### src/hdl/pcat_pkg.sv
// Package with constants, codes and types shared by the channel allocation table.
package pcat_pkg;

  localparam int SLOT_COUNT = 8;
  localparam int DUTY_BITS  = 13;
  localparam int PIN_BITS   = 6;

  localparam int IDX_W  = (SLOT_COUNT > 1) ? $clog2(SLOT_COUNT) : 1;
  localparam int CHAN_W = 3;
  localparam int DUTY_W = 13;
  localparam int TMR_W  = 3;
  localparam int LVL_W  = 8;
  localparam int PROD_W = LVL_W + DUTY_BITS;
  localparam int SAT_W  = (DUTY_W > DUTY_BITS) ? DUTY_W : DUTY_BITS;

  localparam logic [TMR_W-1:0]     TIMER_NONE  = 3'd4;
  localparam logic [TMR_W-1:0]     LEVEL_TIMER = 3'd0;
  localparam logic [LVL_W-1:0]     LEVEL_MAX   = 8'd255;
  localparam logic [DUTY_BITS-1:0] DUTY_MAX    = '1;

  typedef enum logic [1:0] {
    CMD_ACQUIRE  = 2'd0,
    CMD_RELEASE  = 2'd1,
    CMD_SET_DUTY = 2'd2,
    CMD_SET_LVL  = 2'd3
  } cmd_e;

  typedef enum logic [1:0] {
    ST_OK       = 2'd0,
    ST_NOT_HELD = 2'd1,
    ST_FULL     = 2'd2
  } status_e;

  typedef struct packed {
    logic                valid;
    logic [PIN_BITS-1:0] pin;
    logic [IDX_W-1:0]    pos;
    logic                hit;
    logic [IDX_W-1:0]    hit_idx;
    logic [TMR_W-1:0]    hit_timer;
    logic                free_found;
    logic [IDX_W-1:0]    free_idx;
  } tok_t;

  typedef struct packed {
    logic                used;
    logic [PIN_BITS-1:0] pin;
    logic [TMR_W-1:0]    timer;
  } slot_wr_t;

endpackage

### src/hdl/pcat_cell.sv
// One slot of the table, which also adds its own lookup result to the passing search token.
module pcat_cell
  import pcat_pkg::*;
(
  input  logic     clk_i,
  input  logic     rst_ni,
  input  tok_t     tok_i,
  input  logic     we_i,
  input  slot_wr_t wr_i,
  output tok_t     tok_o
);

  logic                used_q;
  logic [PIN_BITS-1:0] pin_q;
  logic [TMR_W-1:0]    timer_q;
  tok_t                tok_d;
  tok_t                tok_q;
  logic                hit_here;

  always_comb begin
    hit_here  = used_q && (pin_q == tok_i.pin);
    tok_d     = tok_i;
    tok_d.pos = tok_i.pos + IDX_W'(1);
    if (!tok_i.hit && hit_here) begin
      tok_d.hit       = 1'b1;
      tok_d.hit_idx   = tok_i.pos;
      tok_d.hit_timer = timer_q;
    end
    if (!tok_i.free_found && !used_q) begin
      tok_d.free_found = 1'b1;
      tok_d.free_idx   = tok_i.pos;
    end
  end

  always_ff @(posedge clk_i or negedge rst_ni) begin
    if (!rst_ni) begin
      used_q  <= 1'b0;
      pin_q   <= '0;
      timer_q <= TIMER_NONE;
      tok_q   <= '0;
    end else begin
      tok_q <= tok_d;
      if (we_i) begin
        used_q  <= wr_i.used;
        pin_q   <= wr_i.pin;
        timer_q <= wr_i.timer;
      end
    end
  end

  assign tok_o = tok_q;

endmodule

### src/hdl/pcat_duty.sv
// Level to duty conversion, floor(level * duty maximum / 255), over two register stages.
module pcat_duty
  import pcat_pkg::*;
(
  input  logic                 clk_i,
  input  logic [LVL_W-1:0]     lvl_i,
  output logic [DUTY_BITS-1:0] duty_o
);

  localparam int M_W = PROD_W + 9;

  logic [PROD_W-1:0]    prod_q;
  logic [DUTY_BITS-1:0] qest_q;
  logic [M_W-1:0]       recip;
  logic [PROD_W-1:0]    back;
  logic [PROD_W-1:0]    rem;

  always_comb begin
    recip  = (M_W'(prod_q) << 8) + M_W'(prod_q);
    back   = (PROD_W'(qest_q) << 8) - PROD_W'(qest_q);
    rem    = prod_q - back;
    duty_o = (rem >= PROD_W'(LEVEL_MAX)) ? qest_q + DUTY_BITS'(1) : qest_q;
  end

  always_ff @(posedge clk_i) begin
    prod_q <= PROD_W'(lvl_i) * PROD_W'(DUTY_MAX);
    qest_q <= DUTY_BITS'(recip >> 16);
  end

endmodule

### src/hdl/pwm_channel_allocation_table_core.sv
// Top level of the PWM channel allocation table: request control, slot chain and result register.
//
// Usage: a request (command, pin, timer_id, duty_raw, level) is accepted at a
// rising edge where in_valid_i is high and in_stall_o is low. The block works
// on one request at a time and holds in_stall_o high until its result has been
// taken. A search token enters the first slot cell and moves one cell per
// cycle along the SLOT_COUNT cells, collecting the pin's slot and the lowest
// free slot. The control then updates the chosen slot and loads the result
// register, after which out_valid_o rises. The next request can be accepted in
// the cycle after the result is taken. While out_stall_i is high the result
// stays on the output ports unchanged. Reset frees every slot, sets each slot's
// timer to none and empties the block; no result is pending after reset.
module pwm_channel_allocation_table_core
  import pcat_pkg::*;
(
  input  logic               clk_i,
  input  logic               rst_ni,
  input  logic               in_valid_i,
  output logic               in_stall_o,
  input  logic [1:0]         command_i,
  input  logic [5:0]         pin_i,
  input  logic [1:0]         timer_id_i,
  input  logic [12:0]        duty_raw_i,
  input  logic signed [10:0] level_i,
  output logic               out_valid_o,
  input  logic               out_stall_i,
  output logic [1:0]         status_o,
  output logic [2:0]         channel_o,
  output logic               setup_issued_o,
  output logic               duty_write_o,
  output logic [12:0]        duty_value_o
);

  typedef enum logic [1:0] {
    S_IDLE,
    S_WALK,
    S_RESOLVE,
    S_OUT
  } state_e;

  state_e               state_q;
  cmd_e                 cmd_q;
  logic [TMR_W-1:0]     timer_q;
  logic [DUTY_W-1:0]    duty_q;
  logic [LVL_W-1:0]     lvl_q;
  logic [LVL_W-1:0]     lvl_d;
  tok_t                 res_q;
  tok_t                 tok_in;
  tok_t                 chain [SLOT_COUNT+1];
  logic [DUTY_BITS-1:0] lvl_duty;
  logic                 accept;

  logic [1:0]           status_q;
  logic [CHAN_W-1:0]    channel_q;
  logic                 setup_q;
  logic                 wr_q;
  logic [DUTY_W-1:0]    value_q;

  logic [1:0]           r_status;
  logic [IDX_W-1:0]     r_idx;
  logic                 r_setup;
  logic                 r_wr;
  logic [DUTY_BITS-1:0] r_value;
  logic                 r_we;
  slot_wr_t             r_slot;
  logic [TMR_W-1:0]     want_tmr;
  logic [DUTY_BITS-1:0] sat_duty;

  assign accept     = in_valid_i && (state_q == S_IDLE);
  assign in_stall_o = (state_q != S_IDLE);

  always_comb begin
    tok_in       = '0;
    tok_in.valid = accept;
    tok_in.pin   = PIN_BITS'(pin_i);
    if (level_i[10]) begin
      lvl_d = '0;
    end else if (level_i[9:8] != 2'b00) begin
      lvl_d = LEVEL_MAX;
    end else begin
      lvl_d = level_i[7:0];
    end
  end

  assign chain[0] = tok_in;

  for (genvar i = 0; i < SLOT_COUNT; i++) begin : g_slot
    pcat_cell u_cell (
      .clk_i  (clk_i),
      .rst_ni (rst_ni),
      .tok_i  (chain[i]),
      .we_i   (r_we && (r_idx == IDX_W'(i))),
      .wr_i   (r_slot),
      .tok_o  (chain[i+1])
    );
  end

  pcat_duty u_duty (
    .clk_i  (clk_i),
    .lvl_i  (lvl_q),
    .duty_o (lvl_duty)
  );

  always_comb begin
    want_tmr = (cmd_q == CMD_ACQUIRE) ? timer_q : LEVEL_TIMER;
    sat_duty = (SAT_W'(duty_q) > SAT_W'(DUTY_MAX)) ? DUTY_MAX : DUTY_BITS'(duty_q);
    r_status = ST_OK;
    r_idx    = '0;
    r_setup  = 1'b0;
    r_wr     = 1'b0;
    r_value  = '0;
    r_we     = 1'b0;
    r_slot   = '{used: 1'b1, pin: res_q.pin, timer: want_tmr};
    case (cmd_q)
      CMD_ACQUIRE, CMD_SET_LVL: begin
        if (res_q.hit) begin
          r_idx   = res_q.hit_idx;
          r_setup = (res_q.hit_timer != want_tmr);
          r_we    = r_setup;
        end else if (res_q.free_found) begin
          r_idx   = res_q.free_idx;
          r_setup = 1'b1;
          r_we    = 1'b1;
        end else begin
          r_status = ST_FULL;
        end
        if (cmd_q == CMD_SET_LVL && r_status == ST_OK) begin
          r_wr    = 1'b1;
          r_value = lvl_duty;
        end
      end
      CMD_RELEASE: begin
        r_slot = '{used: 1'b0, pin: '0, timer: TIMER_NONE};
        if (res_q.hit) begin
          r_idx = res_q.hit_idx;
          r_we  = 1'b1;
        end else begin
          r_status = ST_NOT_HELD;
        end
      end
      CMD_SET_DUTY: begin
        if (res_q.hit) begin
          r_idx   = res_q.hit_idx;
          r_wr    = 1'b1;
          r_value = sat_duty;
        end else begin
          r_status = ST_NOT_HELD;
        end
      end
      default: begin
        r_status = ST_OK;
      end
    endcase
    r_we = r_we && (state_q == S_RESOLVE);
  end

  always_ff @(posedge clk_i) begin
    if (accept) begin
      cmd_q   <= cmd_e'(command_i);
      timer_q <= TMR_W'(timer_id_i);
      duty_q  <= duty_raw_i;
      lvl_q   <= lvl_d;
    end
    if (state_q == S_WALK && chain[SLOT_COUNT].valid) begin
      res_q <= chain[SLOT_COUNT];
    end
  end

  always_ff @(posedge clk_i or negedge rst_ni) begin
    if (!rst_ni) begin
      state_q   <= S_IDLE;
      status_q  <= '0;
      channel_q <= '0;
      setup_q   <= 1'b0;
      wr_q      <= 1'b0;
      value_q   <= '0;
    end else begin
      case (state_q)
        S_IDLE: begin
          if (in_valid_i) begin
            state_q <= S_WALK;
          end
        end
        S_WALK: begin
          if (chain[SLOT_COUNT].valid) begin
            state_q <= S_RESOLVE;
          end
        end
        S_RESOLVE: begin
          status_q  <= r_status;
          channel_q <= CHAN_W'(r_idx);
          setup_q   <= r_setup;
          wr_q      <= r_wr;
          value_q   <= DUTY_W'(r_value);
          state_q   <= S_OUT;
        end
        S_OUT: begin
          if (!out_stall_i) begin
            state_q <= S_IDLE;
          end
        end
        default: begin
          state_q <= S_IDLE;
        end
      endcase
    end
  end

  assign out_valid_o    = (state_q == S_OUT);
  assign status_o       = status_q;
  assign channel_o      = channel_q;
  assign setup_issued_o = setup_q;
  assign duty_write_o   = wr_q;
  assign duty_value_o   = value_q;

endmodule
### config.mk
export PLATFORM = sky130hd
export DESIGN_NAME = pwm_channel_allocation_table_core
export DESIGN_NICKNAME = d
export VERILOG_FILES = /design/src/hdl/pcat_pkg.sv /design/src/hdl/pcat_cell.sv /design/src/hdl/pcat_duty.sv /design/src/hdl/pwm_channel_allocation_table_core.sv
export SDC_FILE = /design/constraint.sdc
export NUM_CORES = 1
export LEC_CHECK = 0
export BUFFER_PORTS_ARGS = -buffer_cell sky130_fd_sc_hd__buf_4
export CAP_MARGIN = 20
export CORE_ASPECT_RATIO = 1.75
export CORE_MARGIN = 5
export CORE_UTILIZATION = 62
export CTS_CLUSTER_SIZE = 16
export DETAILED_ROUTE_END_ITERATION = 10
export PLACE_DENSITY = 0.83
export SYNTH_ARGS = -nofsm -noshare
export SYNTH_HDL_FRONTEND = slang
export SYNTH_SLANG_ARGS = --single-unit
### constraint.sdc
create_clock -name clk_i -period 7 [get_ports clk_i]
set_input_delay 1.05 -clock clk_i [delete_from_list [all_inputs] [get_ports clk_i]]
set_output_delay 1.05 -clock clk_i [all_outputs]
set_load 0.005 [all_outputs]
==> flow_metrics.tcl, run 1 <==
set metrics [dict create \
    yosysSeqAreaShare 0.534 \
    dp_hpwl_um 23300 \
    hold_violations 0 \
    path_cells "fa_1 -> inv_1 -> fa_1 -> inv_1 -> ha_1 -> inv_1 -> fa_1 -> inv_1 -> ha_1 -> nor2b_1 -> o21ai_0 -> a21boi_0 -> o21ai_0 -> a21oi_1 -> o21ai_0 -> a21oi_1 -> or4_1 -> a31o_2 -> a21oi_1 -> xnor2_1" \
    syn2layout_area_growth_pct 11.2 \
    cts_made_buffers 29 \
    ys.flop_type "dfrtp_1" \
    status "finished, final reports clean" \
    synth_compound_area_frac 0.0815 \
    syn_avg_cell_area_um2 11.7 \
    synth_cells 1316 \
    htreeDepth 1 \
    place_congestion 0.917 \
    worst_setup_path_start_kind "register" \
    rsz0062_at_grt "no" \
    grt_pass1_vias 10426 \
    period_minus_slack_ns 5.32 \
    dr.pass1.iters 4 \
    cts-root-buf "clkbuf_16" \
    die_w_um 129 \
    antennaDiodeCount 0 \
    ys_warn_count 0 \
    synth_adder_area_share 0.127 \
    cts_hold_buf 0 \
    synth.distinct_cells 77 \
    die_h_um 219 \
    cts_setup_buffers 0 \
    cpMaxStageDelayCell "fa_1" \
    vdd_drop_max_uv 245 \
    drt_wl_total_um 30800 \
    fin_nets 1559 \
    io_pins 60 \
    grt_max_degree 109 \
    grt.overflow.total 0 \
    setup_viol 0 \
    synth_top_family_by_area "adder cells" \
    synth_nets 1490 \
    fin_crit_sh 0.760 \
    synth_xor_area_frac 0.0560 \
    drv_slew 0 \
    vias 9613 \
    syn_area_um2 15500 \
    ys_seq_elements 328 \
    clock-sinks 328 \
    antenna_found_initial 0 \
    routed_via_density 5.59 \
    initial_core_util 0.628 \
    drtAntennaViolNets 0 \
    num_rows 76 \
    critPathMostFrequentCell "inv_1" \
    final.setup_skew_ns 0.0231 \
    hp-class "reg2reg" \
    synthTopCellsByCount "dfrtp_1 (244), inv_1 (133), ha_1 (102), nand2_1 (93), nor2_1 (83)" \
    muxShareOfSynthArea 0.0625 \
    port_buffers 59 \
    synth_top_area_cell "dfrtp_1" \
    finalSetupTns_ns 0 \
    power_density_nw_per_um2 212 \
    arrival_ns 5.80 \
    yosysMostFrequentCell "dfrtp_1" \
    drtIter0Drc 506 \
    cts_tree "yes" \
    drcViolationCount 0 \
    slew_headroom 0.361 \
    clk_pin_slew_ns 0.07 \
    core_um2 24600 \
    max_stage_delay_ns 0.53 \
    worstPathRequired_ns 7.48 \
    critPathMaxFanout 4 \
    power.leakage_uw 0.00819 \
    async_reset_ff_frac 0.768 \
    fillerInstances 1648 \
    wire_per_inst_um 17.9 \
    synth_area_leaders "dfrtp_1 (40%), ha_1 (8.3%), edfxtp_1 (8.2%)" \
    synthSimpleGateAreaFrac 0.0993 \
    tightest_slew_ns 0.959 \
    finalPower_uw 3650 \
    die-area_um2 28300 \
    synth_edf_count 42 \
    critPathKind "reg2reg" \
    synth_top_area_share 0.395 \
    grt_first_pass_wirelength_um 50800 \
    endpoint_kind "register" \
    clk_latency_ns 0.57 \
    maxCapViolations 0 \
    cts-resized-gates 0 \
    whs_ns 0.351 \
    grt_usage 0.228 \
    timing.fmax_mhz 188 \
    cts_buffer_depth 3 \
    final_layout_size_suffix_gt1_frac 0.149 \
]
## placed cells by master (no fill, tap or decap), drive strengths merged, types with 6 or more instances in the layout
| cell | synthesis | layout |
|---|---|---|
| nor2 | 83 | 83 |
| nand2b | 28 | 28 |
| o21a | 9 | 9 |
| and2 | 11 | 11 |
| inv | 133 | 136 |
| xor2 | 38 | 38 |
| o21ai | 79 | 79 |
| mux2 | 76 | 76 |
| dfrtp | 244 | 244 |
| nor2b | 8 | 8 |
| a22oi | 8 | 8 |
| ha | 102 | 102 |
| xnor2 | 60 | 60 |
| nor4 | 12 | 12 |
| buf | 7 | 63 |
| edfxtp | 42 | 42 |
| nor3 | 18 | 18 |
| a21oi | 48 | 48 |
| and3 | 6 | 6 |
| dfstp | 8 | 8 |
| a21o | 9 | 9 |
| nor4b | 6 | 6 |
| mux2i | 11 | 11 |
| dfxtp | 34 | 34 |
| nand4 | 12 | 12 |
| fa | 34 | 34 |
| nand3 | 14 | 14 |
| clkbuf | 18 | 44 |
| nand2 | 93 | 93 |
## registers in the layout, summed over array words and instances (netlist names), 3 cells and up
name,cells
res_q,17
duty_q,13
duty_value_o,13
u_duty.qest_q,13
u_duty.prod_q,21
g_slot.u_cell.tok_o,150
lvl_q,8
channel_o,3
g_slot.u_cell.used_q,8
g_slot.u_cell.timer_q,24
g_slot.u_cell.pin_q,48
## path summary, 6_finish.rpt
| check | startpoint | end | slack [ns] | depth (start not counted) |
|---|---|---|---|---|
| setup reg to reg | lvl_q[2] | u_duty.prod_q[19] | 1.68 | 20 |
| max in group asynchronous | rst_ni | g_slot[7].u_cell.pin_q[4] | 5.00 | 2 |
| setup / recovery | lvl_q[2] | u_duty.prod_q[19] | 1.68 | 20 |
| hold / removal | g_slot[2].u_cell.tok_o[20] | g_slot[3].u_cell.tok_o[20] | 0.35 | 0 |
| min in group asynchronous | rst_ni | g_slot[1].u_cell.tok_o[7] | 0.52 | 1 |
| hold reg to reg | g_slot[2].u_cell.tok_o[20] | g_slot[3].u_cell.tok_o[20] | 0.35 | 0 |
## stage by stage
| step | std cells | worst slack, ns | utilization | area (µm²) |
|---|---|---|---|---|
| 2_1_floorplan | 1316 | 2.13 | - | 15500 |
| 4_1_cts | 1720 | 1.65 | 0.698 | 17200 |
| 5_1_grt | 1720 | 1.17 | 0.698 | 17200 |
| 3_5_place_dp | 1666 | 1.72 | 0.658 | 16200 |
| 3_3_place_gp | 1665 | 1.89 | 0.658 | 16200 |
| 6_report | 1720 | 1.68 | 0.698 | 17200 |
## power by group
group          switching, µW  total (µW)  internal (µW)
logic                   43.8        73.0           29.2
clock network            682        1600            914
registers               20.4        1980           1960
total                    747        3650           2900
## metal layers
layer | vias up | share of wire | GRT usage
met2 | 177 | 0.59 | 0.449
met1 | 4756 | 0.34 | 0.235
met3 | 73 | 0.031 | 0.0222
met5 | - | 0 | 0
met4 | 0 | 0.044 | 0.102
li1 | 4607 | - | -
## worst max-delay path, delay by kind of cell, from the launching register on
family                   cells  cell delay, ns
AO/OA/AOI/OAI                8            1.58
flip-flops                   1            0.44
buffers and inverters        4            0.45
AND/OR/NAND/NOR              2            0.59
adder cells (fa/ha/maj)      5            2.04
XOR/XNOR                     1            0.15
## area by class of cell
| type | instances | area, µm² | share of cell area |
|---|---|---|---|
| sequential | 328 | 8260 | 0.481 |
| multi-input combinational | 830 | 6590 | 0.383 |
| clock buffer | 44 | 843 | 0.0491 |
| inverter | 133 | 499 | 0.0291 |
| timing repair buffer | 63 | 478 | 0.0278 |
| tap | 312 | 390 | 0.0227 |
| clock inverter | 10 | 126 | 0.00735 |
## logic make-up after synthesis
group                    Yosys count
flip-flops                       328
AND/OR/NAND/NOR                  309
AO/OA/AOI/OAI                    199
buffers and inverters            158
adder cells (fa/ha/maj)          136
XOR/XNOR                          98
multiplexers                      87
other                              1
Power figures use the tool's default switching activity.
==> run 2, diff against run 1 <==
- ABC_AREA: not set -> 1
- clock period: 7 -> 5.6 ns (I/O delays scaled with it)
==> run 2 against run 1 <==
  * Final area is 5.0% higher
  * Flip-flop and latch count unchanged
  * Clock skew decreased by 0.0072 ns
  * Routed wire length increased by 13%
  * Sequential share of layout area decreased by 2.3 points
  * Via count is 21% higher
  * Worst setup slack lost 1.0 ns
  * Hold slack worse by 0.029 ns
  * First-iteration DRC count is 9.9% lower
  * Die area rose by 5.0%
  * Non-clock buffer count decreased by 1
  * Critical endpoint is now u_duty.prod_q[15]
==> flow_metrics.tcl, run 2 <==
set metrics [dict create \
    status "finished, final reports clean" \
    fin_nets 1988 \
    synth_area_leaders "dfrtp_1 (38%), nand2_1 (8.8%), ha_1 (7.8%)" \
    critPathMaxFanout 5 \
    cts_made_buffers 29 \
    synth_adder_area_share 0.120 \
    syn_avg_cell_area_um2 9.34 \
    multi_input_area_um2 6810 \
    ys_warn_count 0 \
    layout_common_cells "nand2_1 (383), inv_1 (275), dfrtp_1 (244), nor2_1 (110), ha_1 (102)" \
    synth_edf_count 42 \
    grt_pass1_vias 12502 \
    final.setup_skew_ns 0.0159 \
    period_minus_slack_ns 4.92 \
    antennaDiodeCount 0 \
    muxShareOfSynthArea 0.0111 \
    tightest_slew_ns 0.927 \
    port_buffers 59 \
    grt_usage 0.241 \
    synth_nets 1916 \
    die_w_um 132 \
    cts_buffer_depth 3 \
    hold_violations 0 \
    worst_setup_path_start_kind "register" \
    async_reset_ff_frac 0.768 \
    synth_top_area_share 0.375 \
    cts_tree "yes" \
    synth_xor_area_frac 0.0409 \
    regToRegSetupSlack_ns 0.68 \
    syn_area_um2 16300 \
    finalSetupTns_ns 0 \
    io_pins 60 \
    worstReg2RegStart "lvl_q[6]" \
    synthSimpleGateAreaFrac 0.172 \
    synth_top_family_by_area "simple AND/OR/NAND/NOR gates" \
    cts-root-buf "clkbuf_16" \
    cts_hold_buf 0 \
    drt_wl_total_um 34700 \
    synthTopCellsByCount "nand2_1 (383), inv_1 (275), dfrtp_1 (244), nor2_1 (110), ha_1 (102)" \
    drtAntennaViolNets 0 \
    clk_pin_slew_ns 0.06 \
    wire_per_inst_um 16.1 \
    drv_slew 0 \
    vias 11633 \
    ys.flop_type "dfrtp_1" \
    routed_via_density 5.39 \
    clk_latency_ns 0.57 \
    yosysSeqAreaShare 0.507 \
    yosysMostFrequentCell "nand2_1" \
    r2r-end "u_duty.prod_q[15]" \
    regArea_um2 8260 \
    setup_viol 0 \
    dp_hpwl_um 26100 \
    dr.pass1.iters 5 \
    die_h_um 224 \
    slew_headroom 0.380 \
    synth_compound_area_frac 0.0736 \
    ys_seq_elements 328 \
    cts-resized-gates 0 \
    syn2layout_area_growth_pct 10.8 \
    num_rows 78 \
    initial_core_util 0.627 \
    critPathKind "reg2reg" \
    clock-sinks 328 \
    synth_cells 1742 \
    grt_max_degree 119 \
    antenna_found_initial 0 \
    hp-class "in2async" \
    timing.fmax_mhz 203 \
    final_common_cell "nand2_1" \
    place_congestion 0.969 \
    grt_first_pass_wirelength_um 58100 \
    drtIter0Drc 456 \
    drcViolationCount 0 \
    maxCapViolations 0 \
    synth_top_area_cell "dfrtp_1" \
    fin_crit_sh 0.878 \
    cts_setup_buffers 0 \
    die-area_um2 29700 \
    arrival_ns 5.41 \
    core_um2 26000 \
    worstPathRequired_ns 6.10 \
    endpoint_kind "register" \
    fillerInstances 1871 \
    reg2reg_depth 14 \
    largest_reg_flops 150 \
    final_layout_size_suffix_gt1_frac 0.109 \
    htreeDepth 1 \
    synth.distinct_cells 50 \
    grt.overflow.total 0 \
    rsz0062_at_grt "no" \
]
run 2: changes by cell type after synthesis, sizes merged, moves of 28 or more:
cell    delta
nand2    +304
nand2b    -28
o21ai     +34
inv      +159
xnor2     -45
nand3     +58
mux2      -60
nor2      +34
run 2: final cells by class:
class	count	share of cell area
flip-flops and latches	328	0.458
multi-input cells	1100	0.377
inverters	293	0.0610
clock buffers	38	0.0461
repair buffers	62	0.0262
well taps	320	0.0222
clock inverters	16	0.00930
run 2: worst max-delay path: stages, from the launching register on:
cell and delay, ns:
edfxtp_1 0.50, fa_1 0.71, inv_1 0.15, fa_1 0.55, inv_1 0.06, fa_1 0.55
fa_1 0.43, ha_1 0.37, nand2_1 0.08, o21ai_0 0.47, a21oi_1 0.13, o21bai_1 0.32
a21oi_1 0.16, o21ai_0 0.22, xor2_1 0.15
run 2: how the worst max path moves through the flow:
| stage | start | end | slack, ns | cells after the start |
|---|---|---|---|---|
| after detailed placement | lvl_q[6] | u_duty.prod_q[15] | 0.62 | 14 |
| after global placement | lvl_q[6] | u_duty.prod_q[15] | 0.74 | 14 |
| after CTS | lvl_q[6] | u_duty.prod_q[15] | 0.62 | 14 |
| after global routing | lvl_q[6] | u_duty.prod_q[15] | 0.34 | 14 |
| after floorplan | lvl_q[6] | u_duty.prod_q[18] | 1.16 | 14 |
| final | lvl_q[6] | u_duty.prod_q[15] | 0.68 | 14 |
run 2: through the flow:
step / hold WS, ns / cells / area, µm² / worst slack (ns) / utilization
final: 0.322 / 2157 / 18000 / 0.682 / 0.695
after detailed placement: 0.337 / 2103 / 17000 / 0.615 / 0.656
after floorplan: 0.331 / 1742 / 16300 / 1.16 / -
after global placement: 0.335 / 2103 / 17000 / 0.737 / 0.656
after global routing: 0.355 / 2157 / 18000 / 0.341 / 0.695
after CTS: 0.353 / 2157 / 18000 / 0.618 / 0.695
run 2: kinds of logic (layout without fill, tap and decap cells):
kind of cell,Yosys count,after routing
flops,328,328
xor+xnor,76,76
buf+inv,314,409
simple gates,652,652
mux,16,16
fa+ha+maj,136,136
other cells,1,1
compound gates,219,219
run 2: routing by layer:
metal  track usage  vias up  wire [µm]
met5             0        -          0
met1         0.228     5585      11600
met2         0.479      248      19600
met4         0.152        0       2470
met3        0.0289      138       1000
li1              -     5662          -
Power of run 2 is not shown: default switching activity piles up to over one toggle a cycle in this logic, so the estimate is an artifact.
